File: src/design/chacha_pkg.sv
// Shared types, constants and the microcode program of the ChaCha block cipher unit.
package chacha_pkg;

  localparam int unsigned WordW  = 64;
  localparam int unsigned StepW  = 3;
  localparam int unsigned RoundW = 4;
  localparam int unsigned AddrW  = 6;

  // Configuration register indexes
  typedef enum logic [2:0] {
    REG_KEY_0      = 3'd0,
    REG_KEY_1      = 3'd1,
    REG_KEY_2      = 3'd2,
    REG_KEY_3      = 3'd3,
    REG_KEY_IS_256 = 3'd4,
    REG_NONCE      = 3'd5,
    REG_EIGHT_RND  = 3'd6,
    REG_NONE       = 3'd7
  } reg_idx_e;

  // Constant words: "expand 32-byte k" and "expand 16-byte k"
  localparam logic [3:0][31:0] Sigma = {32'h6b206574, 32'h79622d32, 32'h3320646e, 32'h61707865};
  localparam logic [3:0][31:0] Tau   = {32'h6b206574, 32'h79622d36, 32'h3120646e, 32'h61707865};

  // Double rounds less one, loaded into the round counter
  localparam logic [RoundW-1:0] Doubles20 = RoundW'(9);
  localparam logic [RoundW-1:0] Doubles8  = RoundW'(3);

  typedef struct packed {
    logic             first_block;
    logic [WordW-1:0] plain_word_7;
    logic [WordW-1:0] plain_word_6;
    logic [WordW-1:0] plain_word_5;
    logic [WordW-1:0] plain_word_4;
    logic [WordW-1:0] plain_word_3;
    logic [WordW-1:0] plain_word_2;
    logic [WordW-1:0] plain_word_1;
    logic [WordW-1:0] plain_word_0;
  } in_beat_t;

  typedef struct packed {
    logic [WordW-1:0] cipher_word_7;
    logic [WordW-1:0] cipher_word_6;
    logic [WordW-1:0] cipher_word_5;
    logic [WordW-1:0] cipher_word_4;
    logic [WordW-1:0] cipher_word_3;
    logic [WordW-1:0] cipher_word_2;
    logic [WordW-1:0] cipher_word_1;
    logic [WordW-1:0] cipher_word_0;
  } out_beat_t;

  // Datapath operations
  typedef enum logic [1:0] {
    OP_LOAD  = 2'd0,
    OP_HALF1 = 2'd1,
    OP_HALF2 = 2'd2,
    OP_FINAL = 2'd3
  } op_e;

  // Sequencing: SEQ steps on, WAIT_IN / WAIT_OUT hold until the channel allows
  // and then jump, LOOP jumps back while double rounds remain.
  typedef enum logic [1:0] {
    JMP_SEQ      = 2'd0,
    JMP_WAIT_IN  = 2'd1,
    JMP_LOOP     = 2'd2,
    JMP_WAIT_OUT = 2'd3
  } jmp_e;

  typedef struct packed {
    op_e              op;
    logic             diag;
    jmp_e             jmp;
    logic [StepW-1:0] target;
  } ucode_t;

  function automatic ucode_t ucode_rom(input logic [StepW-1:0] step);
    ucode_t w;
    unique case (step)
      3'd0:    w = '{op: OP_LOAD,  diag: 1'b0, jmp: JMP_WAIT_IN,  target: 3'd1};
      3'd1:    w = '{op: OP_HALF1, diag: 1'b0, jmp: JMP_SEQ,      target: 3'd0};
      3'd2:    w = '{op: OP_HALF2, diag: 1'b0, jmp: JMP_SEQ,      target: 3'd0};
      3'd3:    w = '{op: OP_HALF1, diag: 1'b1, jmp: JMP_SEQ,      target: 3'd0};
      3'd4:    w = '{op: OP_HALF2, diag: 1'b1, jmp: JMP_LOOP,     target: 3'd1};
      3'd5:    w = '{op: OP_FINAL, diag: 1'b0, jmp: JMP_WAIT_OUT, target: 3'd0};
      default: w = '{op: OP_FINAL, diag: 1'b0, jmp: JMP_WAIT_OUT, target: 3'd0};
    endcase
    return w;
  endfunction

endpackage

File: src/design/chacha_block_stream_cipher_unit.sv
// ChaCha block cipher unit: microcoded round sequencer, block counter and APB registers.
//
//   channel | direction | handshake                 | beat
//   --------+-----------+---------------------------+-------------------------------
//   in      | input     | in_valid_i / in_stall_o   | first_block, plain_word_0..7
//   out     | output    | out_valid_o / out_stall_i | cipher_word_0..7
//   cfg     | input     | psel/penable/pwrite/pready| 64-bit register at paddr 8*i
//
// A block runs D double rounds, 10 at 20 rounds and 4 at 8, on the four-lane half
// quarter round unit, which does one half of a column or diagonal round per cycle.
// The next block can be accepted in the cycle after the result is loaded, so blocks
// do not overlap. The result may still wait in the output register meanwhile; a
// stalled output holds the final step.
// Reset clears the configuration registers, the block counter and the sequencer; the payload registers are not reset.
module chacha_block_stream_cipher_unit (
  input  logic                             clk_i,
  input  logic                             rst_ni,
  input  logic                             in_valid_i,
  output logic                             in_stall_o,
  input  chacha_pkg::in_beat_t             in_data_i,
  output logic                             out_valid_o,
  input  logic                             out_stall_i,
  output chacha_pkg::out_beat_t            out_data_o,
  input  logic                             psel,
  input  logic                             penable,
  input  logic                             pwrite,
  input  logic [chacha_pkg::AddrW-1:0]     paddr,
  input  logic [chacha_pkg::WordW-1:0]     pwdata,
  output logic [chacha_pkg::WordW-1:0]     prdata,
  output logic                             pready
);
  import chacha_pkg::*;

  typedef logic [15:0][31:0] state_t;
  typedef struct packed {
    logic [31:0] a;
    logic [31:0] b;
    logic [31:0] c;
    logic [31:0] d;
  } quad_t;

  // Configuration
  logic [3:0][WordW-1:0] key_q;
  logic                  key_is_256_q;
  logic [WordW-1:0]      nonce_q;
  logic                  eight_rounds_q;
  reg_idx_e              cfg_idx;
  logic                  cfg_wr;

  // Sequencer and datapath
  logic [StepW-1:0]  step_q, step_d;
  logic [RoundW-1:0] rnd_q, rnd_d;
  logic [WordW-1:0]  ctr_q, ctr_d;
  logic              out_valid_q, out_valid_d;
  state_t            x_q, x_d;
  state_t            init_q;
  state_t            init_w;
  logic [511:0]      plain_q;
  out_beat_t         out_q;
  out_beat_t         out_w;
  ucode_t            uc;
  logic              in_acc;
  logic              out_free;
  logic [WordW-1:0]  ctr_base;
  state_t            x_half;

  function automatic quad_t qr_half(input quad_t q, input logic second);
    quad_t r;
    logic [31:0] t;
    r.a = q.a + q.b;
    t   = q.d ^ r.a;
    r.d = second ? {t[23:0], t[31:24]} : {t[15:0], t[31:16]};
    r.c = q.c + r.d;
    t   = q.b ^ r.c;
    r.b = second ? {t[24:0], t[31:25]} : {t[19:0], t[31:20]};
    return r;
  endfunction

  assign cfg_idx = reg_idx_e'(paddr[AddrW-1:3]);
  assign cfg_wr  = psel & penable & pwrite & pready;
  assign pready  = 1'b1;

  always_comb begin
    unique case (cfg_idx)
      REG_KEY_0:      prdata = key_q[0];
      REG_KEY_1:      prdata = key_q[1];
      REG_KEY_2:      prdata = key_q[2];
      REG_KEY_3:      prdata = key_q[3];
      REG_KEY_IS_256: prdata = {{(WordW-1){1'b0}}, key_is_256_q};
      REG_NONCE:      prdata = nonce_q;
      REG_EIGHT_RND:  prdata = {{(WordW-1){1'b0}}, eight_rounds_q};
      default:        prdata = '0;
    endcase
  end

  assign uc         = ucode_rom(step_q);
  assign in_stall_o = (uc.op != OP_LOAD);
  assign in_acc     = in_valid_i & ~in_stall_o;
  assign out_free   = ~out_valid_q | ~out_stall_i;
  assign ctr_base   = in_data_i.first_block ? '0 : ctr_q;

  // Input state from constant, key, counter and nonce
  always_comb begin
    init_w[3:0]   = key_is_256_q ? Sigma : Tau;
    init_w[5:4]   = key_q[0];
    init_w[7:6]   = key_q[1];
    init_w[9:8]   = key_is_256_q ? key_q[2] : key_q[0];
    init_w[11:10] = key_is_256_q ? key_q[3] : key_q[1];
    init_w[13:12] = ctr_base;
    init_w[15:14] = nonce_q;
  end

  // Four lanes of half a quarter round, on columns or diagonals
  always_comb begin
    logic [1:0] sb, sc, sd;
    quad_t      q, r;
    x_half = x_q;
    for (int l = 0; l < 4; l++) begin
      sb = 2'(l) + {1'b0, uc.diag};
      sc = 2'(l) + {uc.diag, 1'b0};
      sd = 2'(l) + {uc.diag, uc.diag};
      q.a = x_q[{2'b00, 2'(l)}];
      q.b = x_q[{2'b01, sb}];
      q.c = x_q[{2'b10, sc}];
      q.d = x_q[{2'b11, sd}];
      r = qr_half(q, uc.op == OP_HALF2);
      x_half[{2'b00, 2'(l)}] = r.a;
      x_half[{2'b01, sb}]    = r.b;
      x_half[{2'b10, sc}]    = r.c;
      x_half[{2'b11, sd}]    = r.d;
    end
  end

  // Keystream: rounds output plus input state, xored into the block
  always_comb begin
    logic [511:0] ks;
    for (int i = 0; i < 16; i++) begin
      ks[32*i +: 32] = x_q[i] + init_q[i];
    end
    out_w = out_beat_t'(plain_q ^ ks);
  end

  always_comb begin
    step_d      = step_q;
    rnd_d       = rnd_q;
    ctr_d       = ctr_q;
    out_valid_d = out_valid_q & out_stall_i;
    x_d         = x_q;
    case (uc.op)
      OP_LOAD: begin
        if (in_acc) begin
          x_d   = init_w;
          ctr_d = ctr_base + WordW'(1);
          rnd_d = eight_rounds_q ? Doubles8 : Doubles20;
        end
      end
      OP_HALF1, OP_HALF2: x_d = x_half;
      OP_FINAL: begin
        if (out_free) begin
          out_valid_d = 1'b1;
        end
      end
      default: x_d = x_q;
    endcase
    unique case (uc.jmp)
      JMP_SEQ:      step_d = step_q + StepW'(1);
      JMP_WAIT_IN:  step_d = in_acc ? uc.target : step_q;
      JMP_WAIT_OUT: step_d = out_free ? uc.target : step_q;
      JMP_LOOP: begin
        if (rnd_q != '0) begin
          step_d = uc.target;
          rnd_d  = rnd_q - RoundW'(1);
        end else begin
          step_d = step_q + StepW'(1);
        end
      end
      default: step_d = step_q;
    endcase
  end

  always_ff @(posedge clk_i or negedge rst_ni) begin
    if (!rst_ni) begin
      key_q          <= '0;
      key_is_256_q   <= 1'b0;
      nonce_q        <= '0;
      eight_rounds_q <= 1'b0;
      step_q         <= '0;
      rnd_q          <= '0;
      ctr_q          <= '0;
      out_valid_q    <= 1'b0;
    end else begin
      if (cfg_wr) begin
        unique case (cfg_idx)
          REG_KEY_0:      key_q[0]       <= pwdata;
          REG_KEY_1:      key_q[1]       <= pwdata;
          REG_KEY_2:      key_q[2]       <= pwdata;
          REG_KEY_3:      key_q[3]       <= pwdata;
          REG_KEY_IS_256: key_is_256_q   <= pwdata[0];
          REG_NONCE:      nonce_q        <= pwdata;
          REG_EIGHT_RND:  eight_rounds_q <= pwdata[0];
          default:        ;
        endcase
      end
      step_q      <= step_d;
      rnd_q       <= rnd_d;
      ctr_q       <= ctr_d;
      out_valid_q <= out_valid_d;
    end
  end

  // Payload registers
  always_ff @(posedge clk_i) begin
    x_q <= x_d;
    if (in_acc) begin
      init_q  <= init_w;
      plain_q <= in_data_i[511:0];
    end
    if (uc.op == OP_FINAL && out_free) begin
      out_q <= out_w;
    end
  end

  assign out_valid_o = out_valid_q;
  assign out_data_o  = out_q;

endmodule
File: config.mk
export PLATFORM = sky130hd
export DESIGN_NAME = chacha_block_stream_cipher_unit
export DESIGN_NICKNAME = d
export VERILOG_FILES = /design/src/design/chacha_pkg.sv /design/src/design/chacha_block_stream_cipher_unit.sv
export SDC_FILE = /design/constraint.sdc
export NUM_CORES = 2
export LEC_CHECK = 0
export ABC_AREA = 1
export CAP_MARGIN = 5
export CELL_PAD_IN_SITES_DETAIL_PLACEMENT = 0
export CELL_PAD_IN_SITES_GLOBAL_PLACEMENT = 1
export CORE_ASPECT_RATIO = 1.75
export CORE_UTILIZATION = 40
export DETAILED_ROUTE_END_ITERATION = 6
export DONT_BUFFER_PORTS = 1
export HOLD_SLACK_MARGIN = 0.08
export MAX_ROUTING_LAYER = met4
export PLACE_DENSITY_LB_ADDON = 0.1
export REMOVE_ABC_BUFFERS = 1
export SYNTH_ARGS = -nofsm -noshare
export SYNTH_HDL_FRONTEND = slang
export SYNTH_SLANG_ARGS = --single-unit
export TNS_END_PERCENT = 10
File: constraint.sdc
create_clock -name clk_i -period 80.1 [get_ports clk_i]
set_input_delay 8.01 -clock clk_i [delete_from_list [all_inputs] [get_ports clk_i]]
set_output_delay 8.01 -clock clk_i [all_outputs]
set_load 0.05 [all_outputs]
# Word level (Yosys, flattened, before mapping)
# Index checks and enable logic that the tools add are counted.
# word_totals
out_inout_bits	579
n_memories	0
in_bits	590
latchBits	0
romBits	0
regBits	2442
ramBits	0
elab_cells	266
# op_classes
div	0
shifts	0
n_reduce_logical	31
n_mul	0
muxes	87
order_cmp	24
n_eq_ne	19
addsub	36
bitwise	17
# ops
op	count
$bwmux W512	12
$mux W32	35
$pmux W512 S2	1
$add A32 B32 Y32	24
$bmux W32 S2	9
$demux W32 S2	9
$mux W512	1
$xor A512 B512 Y512	1
$pmux W64 S7	1
$xor A32 B32 Y32	8
$mux W64	3
$demux W32 S1	3
$mux W67	1
$add A64 B1 Y64 const B	1
$lt A4 B5 Y1 const B	8
$pmux W8 S5	1
$ge A4 B1 Y1 const B	8
$lt A3 B5 Y1 const B	4
$mux W4	5
$reduce_and A2 Y1	10
$logic_and A1 B1 Y1	13
$eq A3 B2 Y1 const B	4
$eq A3 B3 Y1 const B	4
$ge A3 B1 Y1 const B	4
21 further kinds	44

# Depth between registers and ports, before layout
# depth
word_depth	23
mapped_depth	60
depth_no_buf	55

# Worst setup path before layout
# No wires, ideal clock.
# synth_timing
path_kind	register to register
from	reg step_q[0]
to	reg x_q[0] in the netlist's numbering, enable pin
path_slack_ns	39.239
synth_period_minus_slack_ns	40.861
setup_ns	2.099
path_buffers	6
stages_incl_launch_ff	19
arrival_ns	38.762
cell_sequence	dfrtp_1 -> inv_1 -> ha_1 -> inv_1 -> nand2_1 -> nand2_1 -> clkbuf_1 -> buf_1 -> clkbuf_1 -> nand3_1 -> nand2_1 -> nand2_1 -> nand3_1 -> inv_1 -> ha_1 -> clkbuf_1 -> clkbuf_1 -> clkbuf_1 -> o21ai_0
# synth_between
elab_chain_len	7
word_cells_on_any_way	16
# synth_rtl
element	line_no	text
from (decl)	chacha_block_stream_cipher_unit.sv:51	logic [StepW-1:0] step_q, step_d;
from (signal assigned)	chacha_block_stream_cipher_unit.sv:204	step_q <= step_d;
$eq A3 B3 Y1, or another cell as far along	chacha_pkg.sv:78	unique case (step)
$pmux W8 S5 *	chacha_pkg.sv:78	
$reduce_bool A2 Y1	chacha_block_stream_cipher_unit.sv:97	assign in_stall_o = (uc.op != OP_LOAD);
$not A1 Y1	chacha_block_stream_cipher_unit.sv:98	assign in_acc = in_valid_i & ~in_stall_o;
$and A1 B1 Y1	chacha_block_stream_cipher_unit.sv:98	
$ne A2 B2 Y1 (no source line)	n/a	
$reduce_and A2 Y1 (no source line) *	n/a	
to (signal assigned)	chacha_block_stream_cipher_unit.sv:213	x_q <= x_d;
to (decl)	chacha_block_stream_cipher_unit.sv:55	state_t x_q, x_d;
# Every way passes the cells marked *; elsewhere a longest branch is shown, timed or not.
# A chain may end at the register's enable or synchronous reset.

# Worst setup path after layout
# layout_timing
from	in paddr[4] in the netlist's numbering
to	out prdata[58] in the netlist's numbering
# layout_between
elab_chain_len	2
word_cells_on_any_way	8
# layout_rtl
element	line_no	text
from (decl)	chacha_block_stream_cipher_unit.sv:27	input logic [chacha_pkg::AddrW-1:0] paddr,
$eq A3 B3 Y1, or another cell as far along	chacha_block_stream_cipher_unit.sv:84	unique case (cfg_idx)
$pmux W64 S7 *	chacha_block_stream_cipher_unit.sv:84	
to (decl)	chacha_block_stream_cipher_unit.sv:29	output logic [chacha_pkg::WordW-1:0] prdata,
# Marked as above.

==> out/results.txt <==
Slew Viols, Final -> 158
CTS H-tree depth -> 4
Setup crit end -> prdata[58]
Drt total wl -> 758,000 µm
Max FO, Critical Path -> 26
Reg clk slew, reported paths -> 70 ps
Cells after Synth -> 14.9k
Skew final -> 103 ps
Achievable Freq -> 0.0529 GHz
Port Buf Inserts -> 0
Global Route Usage Sum -> 44.9%
MaxCap Viol Count -> 1
Initial antenna violation count -> 115
CTS Root Cell -> clkbuf_16
Worst r2r path cells -> 40
CP Data Required Time -> 72,090 ps
Wire per inst -> 38.8 µm
Worst-margin pin slew -> 1940 ps
Syn. warnings -> 0
Die Area -> 0.339 mm²
Vias/cell -> 5.89
Hold Crit Depth -> 0
Number of core rows -> 281
Post-Syn Area -> 0.135 mm²
Vias in the first global route -> 111k
GRT Residual Overflow -> 0
Clock Tree Buf Depth -> 4
HP Class -> register to register
Crit end category -> output port
Chip height -> 770 µm
Hold buffer count at CTS -> 0
Outcome -> complete, but fails checks
CTS tree -> yes
Number of instances in the placed design -> 19.0k
Layout cells sized above 1 -> 6.10%
CTS resizes -> 0
Seq cells post-synth -> 2,316
Tmin final -> 18,890 ps
Core ar. -> 0.335 mm²
Final core utilization -> 44.7%
# Post-CTS Setup Buffers -> 0
Final Non-Filler Cells -> 19.6k
Placer Congestion -> 1.10
Fill count -> 32.3k
Minimum hold slack -> 439 ps
Area grow syn2layout -> 11.0%
Setup violations, final -> 0
Most used flip-flop cell after synthesis -> edfxtp_1
Total number of vias -> 115k
Register area share after synthesis -> 50.2%
Setup crit start -> paddr[4]
Number of clock sinks -> 2,316
Avg Cell Area, Syn -> 9.07 µm²
WS Path Type -> primary input to output port
Startpoint types -> primary input
Layout Nets -> 16.1k
Async set-reset flop share out of synthesis -> 17.0%
Worst R2R Start -> step_q[0]
I/O Pins -> 1,169
Clock latency on the worst-skew pair -> 1010 ps
Post-detailed-route count of antenna-violating nets -> 0
Reg2reg end -> x_q[193]
CTS buffer count -> 232
Residual DRC -> 4
Post-synth top area share -> 42.8%
Detailed Place HPWL -> 623,000 µm
Slew Limit Headroom -> -29.2%
Internal reg-to-reg setup slack -> 66,240 ps
RSZ-0062 raised after global routing -> no
Initial core utilization -> 40.2%
Yosys top cell by area -> edfxtp_1
Final Hold Vio Count -> 0
DRT Pass-1 Iters -> 7
Tcrit/Tclk final -> 23.6%
Die width -> 441 µm
Yosys cell types -> 61
WP data arrival -> 10,880 ps
Post-synth EDFFs -> 1,922
First-pass GRT wire length -> 984,000 µm
Top post-synthesis cells by area -> edfxtp_1 (43%), nand2_1 (9.6%), dfrtp_1 (7.3%)
Pin count of the biggest net entering global routing -> 395
Setup TNS -> 0 ps
Failing checks -> design-rule violations, max-capacitance violations, max-slew violations
Initial DRC Count -> 13.7k
## layer usage
| metal | vias to the layer above | part of all wire (%) | global-route usage (%) |
|---|---|---|---|
| li1 | 50444 | - | - |
| met3 | 1857 | 7.6 | 8.54 |
| met5 | - | 0 | - |
| met4 | 0 | 12 | 43.7 |
| met1 | 56324 | 33 | 46.1 |
| met2 | 6697 | 47 | 71.2 |
## sequential cells by signal (all words and copies together) (netlist names)
name,count
eight_rounds_q,1
out_data_o,512
plain_q,512
x_q,512
key_is_256_q,1
nonce_q,64
init_q,386
step_q,3
init_w,128
rnd_q,4
out_valid_o,1
ctr_q,64
key_q,128
## how the worst min path moves through the flow
stage / startpoint / endpoint
floorplan: init_w[140] / init_q[140]
finish: nonce_q[9] / init_q[457]
detailed placement: nonce_q[12] / init_q[460]
CTS: nonce_q[9] / init_q[457]
global placement: nonce_q[9] / init_q[457]
global route: nonce_q[9] / init_q[457]
## cell type report
| class | count | area (µm²) | share of cell area (%) |
|---|---|---|---|
| Clock buffer | 277 | 6140 | 4.11 |
| Antenna cell | 116 | 290 | 0.194 |
| Sequential cell | 2316 | 67600 | 45.2 |
| Tap cell | 4386 | 5490 | 3.67 |
| Clock inverter | 149 | 1820 | 1.22 |
| Multi-Input combinational cell | 10429 | 59900 | 40.1 |
| Timing Repair Buffer | 269 | 2160 | 1.44 |
| Inverter | 1621 | 6130 | 4.10 |
## synthesized netlist by cell type, types with 3 or more instances
| master | number |
|---|---|
| nand2_1 | 3451 |
| edfxtp_1 | 1922 |
| inv_1 | 1612 |
| o21ai_0 | 1443 |
| nand3_1 | 975 |
| xor2_1 | 968 |
| a21oi_1 | 796 |
| nor2_1 | 771 |
| ha_1 | 639 |
| clkbuf_1 | 399 |
| dfrtp_1 | 394 |
| xnor2_1 | 394 |
| or2_2 | 103 |
| nor3_1 | 85 |
| o211ai_1 | 80 |
| buf_1 | 71 |
| o21bai_1 | 69 |
| o221ai_1 | 69 |
| o22ai_1 | 67 |
| a21boi_0 | 59 |
| a221oi_1 | 59 |
| a31oi_1 | 56 |
| nand4_1 | 53 |
| nand3b_1 | 44 |
| o21a_1 | 39 |
| nor4_1 | 23 |
| o21ai_1 | 23 |
| fa_1 | 21 |
| a21o_1 | 20 |
| a211oi_1 | 17 |
| mux2i_1 | 15 |
| nand2_2 | 14 |
| buf_2 | 13 |
| nor2_4 | 13 |
| o31ai_1 | 13 |
| and3_1 | 9 |
| nor2_2 | 7 |
| and2_1 | 6 |
| inv_2 | 6 |
| o311ai_0 | 4 |
| nand3_2 | 3 |
## stage by stage
stage / setup WS (ps) / instance area [µm²]
after floorplan: 15170 / 133000
after global placement: 61370 / 141000
after detailed placement: 61330 / 141000
after CTS: 61330 / 149000
after global routing: 61300 / 149000
final: 61210 / 149000
## placed cells by master (no fill, tap or decap), types with 44 or more instances in the layout
cell type | netlist | layout
nand2_1 | 3451 | 3445
edfxtp_1 | 1922 | 1922
inv_1 | 1612 | 1607
o21ai_0 | 1443 | 1391
nand3_1 | 975 | 974
xor2_1 | 968 | 968
a21oi_1 | 796 | 776
nor2_1 | 771 | 769
ha_1 | 639 | 638
xnor2_1 | 394 | 394
dfrtp_1 | 394 | 393
buf_4 | 1 | 255
clkbuf_16 | 0 | 235
diode_2 | 0 | 116
or2_2 | 103 | 103
o211ai_1 | 80 | 80
nor3_1 | 85 | 80
o21bai_1 | 69 | 68
o22ai_1 | 67 | 67
o221ai_2 | 0 | 59
a221oi_1 | 59 | 59
a31oi_1 | 56 | 56
a21boi_0 | 59 | 55
nand4_1 | 53 | 53
o21ai_1 | 23 | 51
nand3b_1 | 44 | 44
## critical path, stage by stage
cell      delay [ps]
inv_1             80
nand3_4          460
buf_4            430
buf_4            410
buf_4            610
o22ai_1          170
a21oi_1          190
o221ai_2         330
## logic make-up (layout without fill, tap and decap cells)
logic type                 count (synthesis)  after routing  share of synthesized area, %
and+or+nand+nor                         5565           5565                          17.1
AOI/OAI and AO/OA                       2826           2826                          11.6
DFF                                     2316           2316                          50.2
buffers and inverters                   2107           2316                          5.90
xor gates and xnor gates                1362           1362                          8.86
adders and majority gates                660            660                          6.25
muxes                                     15             15                         0.111
other                                      1            117                       0.00278
Power is not shown: default switching activity piles up to over one toggle a cycle in this logic, so the estimate is an artifact.
